===== src/rtl/integer_to_radix_digits_macros.svh =====
// Assertion macros shared by the integer-to-radix-digits RTL.
`ifndef INTEGER_TO_RADIX_DIGITS_MACROS_SVH
`define INTEGER_TO_RADIX_DIGITS_MACROS_SVH

// Same-cycle implication, sampled on clk_i, off while rst_ni is low.
`define ITR_ASSERT_IMP(label, ante, cons, msg) \
  label: assert property (@(posedge clk_i) disable iff (!rst_ni) (ante) |-> (cons)) \
    else $error(msg);

// Next-cycle implication, sampled on clk_i, off while rst_ni is low.
`define ITR_ASSERT_NXT(label, ante, cons, msg) \
  label: assert property (@(posedge clk_i) disable iff (!rst_ni) (ante) |=> (cons)) \
    else $error(msg);

`endif


===== src/rtl/itr_pkg.sv =====
// Package: constants, types and the digit glyph function of the radix converter.
`timescale 1ns / 1ps
`default_nettype none

package itr_pkg;

  localparam int unsigned ValueBits   = 32;
  localparam int unsigned RadixBits   = 6;
  localparam int unsigned CharBits    = 8;
  localparam int unsigned RadixMin    = 2;
  localparam int unsigned RadixMax    = 36;
  localparam int unsigned RadixDec    = 10;
  localparam int unsigned NumDigits   = 10;
  localparam int unsigned StepBits    = 4;
  localparam int unsigned DivSteps    = (ValueBits + StepBits - 1) / StepBits;
  localparam int unsigned DivBits     = DivSteps * StepBits;
  localparam int unsigned StepCntBits = (DivSteps > 1) ? $clog2(DivSteps) : 1;
  localparam int unsigned CntBits     = $clog2(ValueBits + 1);
  localparam int unsigned AddrBits    = $clog2(ValueBits);

  localparam logic [CharBits-1:0] CharZero    = 8'h30;
  localparam logic [CharBits-1:0] CharLetterA = 8'h41;
  localparam logic [CharBits-1:0] CharMinus   = 8'h2D;
  localparam logic [CharBits-1:0] CharNone    = 8'h00;

  typedef enum logic [2:0] {
    StIdle,
    StBad,
    StDiv,
    StChk,
    StSign,
    StRd,
    StPut
  } itr_state_e;

  typedef struct packed {
    logic in_ready;
    logic load;
    logic step;
    logic store_digit;
    logic rd;
    logic push_bad;
    logic push_sign;
    logic push_digit;
  } itr_cmd_t;

  typedef struct packed {
    logic in_valid;
    logic in_bad;
    logic neg;
    logic last_step;
    logic div_done;
    logic cnt_zero;
    logic out_free;
  } itr_status_t;

  function automatic logic [CharBits-1:0] itr_glyph(input logic [RadixBits-1:0] d);
    logic [CharBits-1:0] c;
    if (d < RadixBits'(NumDigits)) begin
      c = CharZero + CharBits'(d);
    end else if (d < RadixBits'(RadixMax)) begin
      c = CharLetterA + CharBits'(d) - CharBits'(NumDigits);
    end else begin
      c = CharNone;
    end
    return c;
  endfunction

endpackage

`default_nettype wire


===== src/rtl/itr_in_if.sv =====
// Input channel: value and radix words with valid/ready.
`timescale 1ns / 1ps
`default_nettype none

interface itr_in_if ();
  logic                                  valid;
  logic                                  ready;
  logic signed [itr_pkg::ValueBits-1:0]  value;
  logic        [itr_pkg::RadixBits-1:0]  radix;

  modport source (output valid, output value, output radix, input ready);
  modport sink   (input valid, input value, input radix, output ready);
endinterface

`default_nettype wire


===== src/rtl/itr_out_if.sv =====
// Output channel: character words with last and status flags, valid/ready.
`timescale 1ns / 1ps
`default_nettype none

interface itr_out_if ();
  logic                            valid;
  logic                            ready;
  logic [itr_pkg::CharBits-1:0]    character;
  logic                            last;
  logic                            status;

  modport source (output valid, output character, output last, output status, input ready);
  modport sink   (input valid, input character, input last, input status, output ready);
endinterface

`default_nettype wire


===== src/rtl/integer_to_radix_digits.sv =====
// Top level: signed integer to ASCII radix digits, controller plus datapath.
//
// Input channel in_i carries one word per conversion: a signed value and a radix.
// Output channel out_o returns the characters most significant first: an optional
// '-' (negative values in radix 10 only), then the digits 0-9, A-Z, with last set
// on the final word. A radix outside 2..36, or a negative value in any other radix,
// gives a single word with character 0, last 1 and status 1.
// Digits come from a restoring divider that retires 4 quotient bits per cycle;
// characters then leave from the digit memory, whose read port is registered.
// in_i.ready is high only between conversions; one word at a time is worked on.
// The output register lets the next input word be taken while the final character
// still waits. A stalled receiver holds the current character and pauses the
// sequence. Reset clears the controller, counters and output valid; the digit
// memory holds no reset and needs no clearing pass.
`timescale 1ns / 1ps
`default_nettype none

module integer_to_radix_digits (
  input  logic      clk_i,
  input  logic      rst_ni,
  itr_in_if.sink    in_i,
  itr_out_if.source out_o
);

  itr_pkg::itr_cmd_t    cmd;
  itr_pkg::itr_status_t status;

  itr_ctrl u_ctrl (
    .clk_i    (clk_i),
    .rst_ni   (rst_ni),
    .status_i (status),
    .cmd_o    (cmd)
  );

  itr_dp u_dp (
    .clk_i    (clk_i),
    .rst_ni   (rst_ni),
    .in_i     (in_i),
    .out_o    (out_o),
    .cmd_i    (cmd),
    .status_o (status)
  );

endmodule

`default_nettype wire


===== src/rtl/itr_ctrl.sv =====
// Controller: sequences load, digit division, sign and reverse digit output.
`timescale 1ns / 1ps
`default_nettype none

module itr_ctrl (
  input  logic                 clk_i,
  input  logic                 rst_ni,
  input  itr_pkg::itr_status_t status_i,
  output itr_pkg::itr_cmd_t    cmd_o
);

  itr_pkg::itr_state_e state_q, state_d;

  always_ff @(posedge clk_i or negedge rst_ni) begin
    if (!rst_ni) begin
      state_q <= itr_pkg::StIdle;
    end else begin
      state_q <= state_d;
    end
  end

  always_comb begin
    state_d = state_q;
    case (state_q)
      itr_pkg::StIdle: begin
        if (status_i.in_valid) begin
          state_d = status_i.in_bad ? itr_pkg::StBad : itr_pkg::StDiv;
        end
      end
      itr_pkg::StBad: begin
        if (status_i.out_free) begin
          state_d = itr_pkg::StIdle;
        end
      end
      itr_pkg::StDiv: begin
        if (status_i.last_step) begin
          state_d = itr_pkg::StChk;
        end
      end
      itr_pkg::StChk: begin
        if (status_i.div_done) begin
          state_d = status_i.neg ? itr_pkg::StSign : itr_pkg::StRd;
        end else begin
          state_d = itr_pkg::StDiv;
        end
      end
      itr_pkg::StSign: begin
        if (status_i.out_free) begin
          state_d = itr_pkg::StRd;
        end
      end
      itr_pkg::StRd: begin
        state_d = itr_pkg::StPut;
      end
      itr_pkg::StPut: begin
        if (status_i.out_free) begin
          state_d = status_i.cnt_zero ? itr_pkg::StIdle : itr_pkg::StRd;
        end
      end
      default: begin
        state_d = itr_pkg::StIdle;
      end
    endcase
  end

  always_comb begin
    cmd_o = '0;
    case (state_q)
      itr_pkg::StIdle: begin
        cmd_o.in_ready = 1'b1;
        cmd_o.load     = status_i.in_valid;
      end
      itr_pkg::StBad: begin
        cmd_o.push_bad = status_i.out_free;
      end
      itr_pkg::StDiv: begin
        cmd_o.step        = 1'b1;
        cmd_o.store_digit = status_i.last_step;
      end
      itr_pkg::StChk: begin
        cmd_o = '0;
      end
      itr_pkg::StSign: begin
        cmd_o.push_sign = status_i.out_free;
      end
      itr_pkg::StRd: begin
        cmd_o.rd = 1'b1;
      end
      itr_pkg::StPut: begin
        cmd_o.push_digit = status_i.out_free;
      end
      default: begin
        cmd_o = '0;
      end
    endcase
  end

endmodule

`default_nettype wire


===== src/rtl/itr_dp.sv =====
// Datapath: magnitude load, radix divider, digit memory and output register.
`timescale 1ns / 1ps
`default_nettype none
`include "integer_to_radix_digits_macros.svh"

module itr_dp (
  input  logic                 clk_i,
  input  logic                 rst_ni,
  itr_in_if.sink               in_i,
  itr_out_if.source            out_o,
  input  itr_pkg::itr_cmd_t    cmd_i,
  output itr_pkg::itr_status_t status_o
);

  localparam int unsigned RemBits = itr_pkg::RadixBits;

  logic [itr_pkg::DivBits-1:0]     work_q, work_d;
  logic [RemBits-1:0]              rem_q, rem_d;
  logic [itr_pkg::RadixBits-1:0]   radix_q;
  logic                            neg_q;
  logic [itr_pkg::StepCntBits-1:0] step_q;
  logic [itr_pkg::CntBits-1:0]     count_q;
  logic [RemBits-1:0]              mem_q [itr_pkg::ValueBits];
  logic [RemBits-1:0]              rd_q;
  logic [itr_pkg::AddrBits-1:0]    rd_addr;
  logic                            out_valid_q;
  logic [itr_pkg::CharBits-1:0]    char_q;
  logic                            last_q;
  logic                            status_q;

  logic [itr_pkg::ValueBits-1:0]   in_raw;
  logic [itr_pkg::ValueBits-1:0]   in_mag;
  logic                            in_neg;
  logic                            radix_ok;
  logic                            out_free;

  assign in_raw   = in_i.value;
  assign in_neg   = in_raw[itr_pkg::ValueBits-1];
  assign in_mag   = in_neg ? (~in_raw + 1'b1) : in_raw;
  assign radix_ok = in_i.radix inside {[itr_pkg::RadixMin:itr_pkg::RadixMax]};
  assign out_free = !out_valid_q || out_o.ready;
  assign rd_addr  = count_q[itr_pkg::AddrBits-1:0] - 1'b1;

  // Restoring division, StepBits quotient bits per cycle.
  always_comb begin
    logic [itr_pkg::DivBits-1:0] w;
    logic [RemBits:0]            rr;
    w  = work_q;
    rr = {1'b0, rem_q};
    for (int i = 0; i < int'(itr_pkg::StepBits); i++) begin
      rr = {rr[RemBits-1:0], w[itr_pkg::DivBits-1]};
      w  = {w[itr_pkg::DivBits-2:0], 1'b0};
      if (rr >= {1'b0, radix_q}) begin
        rr   = rr - {1'b0, radix_q};
        w[0] = 1'b1;
      end
    end
    work_d = w;
    rem_d  = rr[RemBits-1:0];
  end

  always_ff @(posedge clk_i) begin
    if (cmd_i.load) begin
      work_q  <= itr_pkg::DivBits'(in_mag);
      rem_q   <= '0;
      radix_q <= in_i.radix;
      neg_q   <= in_neg;
    end else if (cmd_i.step) begin
      work_q <= work_d;
      rem_q  <= cmd_i.store_digit ? '0 : rem_d;
    end
  end

  always_ff @(posedge clk_i or negedge rst_ni) begin
    if (!rst_ni) begin
      step_q  <= '0;
      count_q <= '0;
    end else begin
      if (cmd_i.load || cmd_i.store_digit) begin
        step_q <= '0;
      end else if (cmd_i.step) begin
        step_q <= step_q + 1'b1;
      end
      if (cmd_i.load) begin
        count_q <= '0;
      end else if (cmd_i.store_digit) begin
        count_q <= count_q + 1'b1;
      end else if (cmd_i.rd) begin
        count_q <= count_q - 1'b1;
      end
    end
  end

  always_ff @(posedge clk_i) begin
    if (cmd_i.store_digit) begin
      mem_q[count_q[itr_pkg::AddrBits-1:0]] <= rem_d;
    end
    if (cmd_i.rd) begin
      rd_q <= mem_q[rd_addr];
    end
  end

  always_ff @(posedge clk_i or negedge rst_ni) begin
    if (!rst_ni) begin
      out_valid_q <= 1'b0;
    end else if (cmd_i.push_bad || cmd_i.push_sign || cmd_i.push_digit) begin
      out_valid_q <= 1'b1;
    end else if (out_o.ready) begin
      out_valid_q <= 1'b0;
    end
  end

  always_ff @(posedge clk_i) begin
    if (cmd_i.push_bad) begin
      char_q   <= itr_pkg::CharNone;
      last_q   <= 1'b1;
      status_q <= 1'b1;
    end else if (cmd_i.push_sign) begin
      char_q   <= itr_pkg::CharMinus;
      last_q   <= 1'b0;
      status_q <= 1'b0;
    end else if (cmd_i.push_digit) begin
      char_q   <= itr_pkg::itr_glyph(rd_q);
      last_q   <= (count_q == '0);
      status_q <= 1'b0;
    end
  end

  assign in_i.ready      = cmd_i.in_ready;
  assign out_o.valid     = out_valid_q;
  assign out_o.character = char_q;
  assign out_o.last      = last_q;
  assign out_o.status    = status_q;

  always_comb begin
    status_o.in_valid  = in_i.valid;
    status_o.in_bad    = !radix_ok ||
                         (in_neg && (in_i.radix != itr_pkg::RadixBits'(itr_pkg::RadixDec)));
    status_o.neg       = neg_q;
    status_o.last_step = (step_q == itr_pkg::StepCntBits'(itr_pkg::DivSteps - 1));
    status_o.div_done  = (work_q == '0) ||
                         (count_q == itr_pkg::CntBits'(itr_pkg::ValueBits));
    status_o.cnt_zero  = (count_q == '0);
    status_o.out_free  = out_free;
  end

  `ITR_ASSERT_IMP(a_cnt_range, 1'b1, count_q <= itr_pkg::CntBits'(itr_pkg::ValueBits), "digit count out of range")
  `ITR_ASSERT_IMP(a_rem_below_radix, cmd_i.step, rem_q < radix_q, "remainder not below radix")
  `ITR_ASSERT_NXT(a_store_counts, cmd_i.store_digit, count_q == $past(count_q) + 1'b1, "digit store did not advance count")
  `ITR_ASSERT_IMP(a_rd_nonempty, cmd_i.rd, count_q != '0, "digit read with empty store")
  `ITR_ASSERT_IMP(a_push_free, cmd_i.push_bad || cmd_i.push_sign || cmd_i.push_digit, !out_valid_q || out_o.ready, "push into occupied output register")

endmodule

`default_nettype wire

===== src/flat_wrapper.sv =====
// flat-port wrapper written by rule: the top's interface ports become plain ports
module integer_to_radix_digits_flat 
  (clk_i, rst_ni, in_i_valid, in_i_value, in_i_radix, in_i_ready, out_o_valid, out_o_character, out_o_last, out_o_status, out_o_ready);
  itr_in_if in_i_i ();
  itr_out_if out_o_i ();
  input  logic clk_i;
  input  logic rst_ni;
  input wire logic [$bits(in_i_i.valid)-1:0] in_i_valid;
  input wire logic [$bits(in_i_i.value)-1:0] in_i_value;
  input wire logic [$bits(in_i_i.radix)-1:0] in_i_radix;
  output wire logic [$bits(in_i_i.ready)-1:0] in_i_ready;
  output wire logic [$bits(out_o_i.valid)-1:0] out_o_valid;
  output wire logic [$bits(out_o_i.character)-1:0] out_o_character;
  output wire logic [$bits(out_o_i.last)-1:0] out_o_last;
  output wire logic [$bits(out_o_i.status)-1:0] out_o_status;
  input wire logic [$bits(out_o_i.ready)-1:0] out_o_ready;
  assign in_i_i.valid = in_i_valid;
  assign in_i_i.value = in_i_value;
  assign in_i_i.radix = in_i_radix;
  assign in_i_ready = in_i_i.ready;
  assign out_o_valid = out_o_i.valid;
  assign out_o_character = out_o_i.character;
  assign out_o_last = out_o_i.last;
  assign out_o_status = out_o_i.status;
  assign out_o_i.ready = out_o_ready;
  integer_to_radix_digits u_core (.clk_i(clk_i), .rst_ni(rst_ni), .in_i(in_i_i), .out_o(out_o_i));
endmodule

===== config.mk =====
export PLATFORM = sky130hd
export DESIGN_NAME = integer_to_radix_digits_flat
export DESIGN_NICKNAME = d
export VERILOG_FILES = /design/src/rtl/itr_pkg.sv /design/src/rtl/itr_in_if.sv /design/src/rtl/itr_out_if.sv /design/src/rtl/integer_to_radix_digits.sv /design/src/rtl/itr_ctrl.sv /design/src/rtl/itr_dp.sv /design/src/flat_wrapper.sv
export VERILOG_INCLUDE_DIRS = /design/src /design/src/rtl
export SDC_FILE = /design/constraint.sdc
export NUM_CORES = 1
export LEC_CHECK = 0
export BUFFER_PORTS_ARGS = -buffer_cell sky130_fd_sc_hd__buf_2
export CAP_MARGIN = 25
export CORE_MARGIN = 1.5
export CORE_UTILIZATION = 30
export CTS_CLUSTER_DIAMETER = 30
export DETAILED_ROUTE_END_ITERATION = 7
export GPL_TIMING_DRIVEN = 0
export PLACE_DENSITY = 0.47
export SLEW_MARGIN = 20
export SYNTH_ARGS = -nofsm -noshare
export SYNTH_HDL_FRONTEND = slang
export SYNTH_SLANG_ARGS = --single-unit

===== constraint.sdc =====
create_clock -name clk_i -period 13.1 [get_ports clk_i]
set_clock_uncertainty 0.05 [all_clocks]
set_input_delay 0.655 -clock clk_i [delete_from_list [all_inputs] [get_ports clk_i]]
set_output_delay 0.655 -clock clk_i [all_outputs]
set_load 0.03 [all_outputs]

==> reports/results.ini <==
[outcome]
status=finished clean

[global_routing]
grt_max_degree=34
busiest_layer=met2
antenna_found_initial=0
track_usage_pct=14.28
grt_pass1_vias=7979
grtUsageMet2_pct=23.85
overflow=0
grt_first_pass_wirelength_um=47610
grt_use_met3_pct=2.499
grt_use_met1_pct=19.12

[critical_path]
crit_path_top_delay_cell=mux2i_4
worstPathRequired_ps=13460
crit_path_max_incr_delay_ps=560
path_class=flop to flop
cp-end-kind=flop
worst_setup_path_start_kind=flop
critPathMaxFanout=18
arrival_ps=9610

[logic_synthesis]
syn_area_um2=12760
synth_top_cell_area_share_pct=55.75
synthTopCellsByArea=edfxtp_1 56%, mux4_2 11%, ha_1 3.8%
synth_simple_gate_area_share_pct=8.292
netlist_top_cells_count=237 x edfxtp_1, 99 x nor2_1, 61 x a21oi_1
synth_mux_area_share_pct=12.86
synth_fa_ha_area_share_pct=4.607
synth_top_family_by_area=multiplexers
synth-edff-count=237
syn-num-nets=990
yosys.area.top_type=edfxtp_1
syn_inst=904
yosysMostFrequentCell=edfxtp_1
yosysWarnings=0
ys_ff_latch=265
synth-compound-area-share_pct=7.616
seq_area_frac_synth_pct=60.65
synth_cell_types=60
syn_avg_cell_area_um2=14.12
synth_xor_area_share_pct=3.499
async_reset_ff_share_pct=4.906
synth-main-ff-cell=edfxtp_1

[drt]
first_iter_violations=561
vias=7826
drt-vias-per-instance=4.873
ant_nets=0
dr.pass1.iters=5
wl_um=31250
avgRoutedWirePerCell_um=19.46
drc=0

[worst_hold_path]
worstHoldPathType=input pin to flop

[clocking]
clock_sinks=265
cts-resized-gates=0
clockBufferDepth=3
post_cts_buffers=0
clk_pin_slew_worst_paths_ps=50
numCtsBuffers=58
cts_tree=yes
cts.htree.levels=2
cts-hold-fix-buffers=1
clk_latency_ps=580
cts_root_buffer=clkbuf_16

[finish]
area_delta_synth_final_pct=24.37
final_nets=1105
antennaDiodeCount=0
drive_above_1_share_pct=22.40

[timing]
fin_crit_sh_pct=70.56
rsz0062_at_grt=no
worst_slew_pin_slew_ps=968.2
whs_ps=236.5
max_slew_margin_pct=35.45
setup-tns-final_ps=0
fin_crit_ps=9244
max_freq_mhz=108.2
hold_viol_final=0
setup_viol=0
slew_viol_final=0

[floorplanning]
dieArea_um2=43800
start_util_pct=30.43
fp.dieW_um=209.3
die_h_um=209.3
core_area_um2=41950
pin_count=54
std_cell_rows=75

[placed_design]
io_buffers=52
hpwl_um=21270
place_congestion=0.7772

[flow_run]
maxCapViolations=0

[cells in the final DEF, fill, tap and decap left out, drive strengths merged, types with 37 or more instances in the layout]
cell type / netlist / final
edfxtp: 237 / 237
ha: 39 / 39
a21oi: 62 / 62
nand2: 43 / 43
mux4: 60 / 60
clkbuf: 25 / 95
buf: 11 / 65
inv: 40 / 45
o21ai: 37 / 37
nor2: 99 / 99
[registers in the layout, indices dropped and copies added, names as in the netlist]
| register | cells |
|---|---|
| u_core.u_dp.out_o.character | 7 |
| u_core.u_dp.radix_q | 6 |
| u_core.u_dp.rd_q | 6 |
| u_core.u_dp.out_o.valid | 1 |
| u_core.u_dp.out_o.last | 1 |
| u_core.u_ctrl.state_q | 3 |
| u_core.u_dp.rem_q | 6 |
| u_core.u_dp.neg_q | 1 |
| u_core.u_dp.work_q | 32 |
| u_core.u_dp.out_o.status | 1 |
| u_core.u_dp.count_q | 6 |
| u_core.u_dp.step_q | 3 |
| u_core.u_dp.mem_q | 192 |
[kinds of logic after synthesis]
kind of cell | after synthesis
muxes | 85
buffers and inverters | 76
AOI/OAI and AO/OA | 158
and+or+nand+nor | 224
other | 1
adders and majority gates | 44
xor gates and xnor gates | 51
DFF | 265
[area by class of cell]
cell class	count	area (um^2)
well taps	539	674.4
inverters	40	150.1
clock inverters	38	580.6
flip-flops and latches	265	7742
clock buffers	70	1536
multi-input cells	563	4730
plain buffers	36	161.4
fillers	3915	26070
repair buffers	55	300.3
[routing by layer]
layer | share of wire [%] | vias up | wire, um
li1 | - | 3736 | -
met1 | 46 | 3894 | 14490
met2 | 49 | 152 | 15170
met3 | 3.5 | 44 | 1106
met4 | 1.5 | 0 | 481
met5 | 0 | - | 0
[final timing paths]
| path | start | slack [ps] | to | cells after the start |
|---|---|---|---|---|
| worst max-delay path | u_core.u_dp.radix_q[1] | 3860 | u_core.u_dp.mem_q[27][0] | 33 |
| worst min-delay path | in_i_radix[0] | 240 | u_core.u_dp.radix_q[0] | 1 |
| worst max register to register | u_core.u_dp.radix_q[1] | 3860 | u_core.u_dp.mem_q[27][0] | 33 |
| worst min register to register | u_core.u_dp.out_o.status | 390 | u_core.u_dp.out_o.status | 1 |
| max in group asynchronous | rst_ni | 12270 | u_core.u_dp.count_q[1] | 2 |
| min in group asynchronous | rst_ni | 470 | u_core.u_ctrl.state_q[0] | 2 |
[through the flow]
stage / utilization, % / instance area (um^2) / std cells / setup slack, ps
final: 37.85 / 15880 / 1606 / 3856
after global routing: 37.85 / 15880 / 1606 / 3257
after CTS: 37.81 / 15860 / 1605 / 3823
after detailed placement: 32.74 / 13730 / 1496 / 3896
after global placement: 32.66 / 13700 / 1495 / 2223
after floorplan: - / 12760 / 904 / 4738
[critical path: cells and delay by family (launching register included)]
| family | cells | cell delay [ps] |
|---|---|---|
| compound gates | 16 | 4140 |
| fa+ha+maj | 4 | 1110 |
| buf+inv | 6 | 1070 |
| flops | 1 | 510 |
| mux | 2 | 880 |
| simple gates | 5 | 1280 |
Power is left out: the tool's default activity adds up to more than one toggle a clock period on the data nets, which glitch-free logic cannot reach.
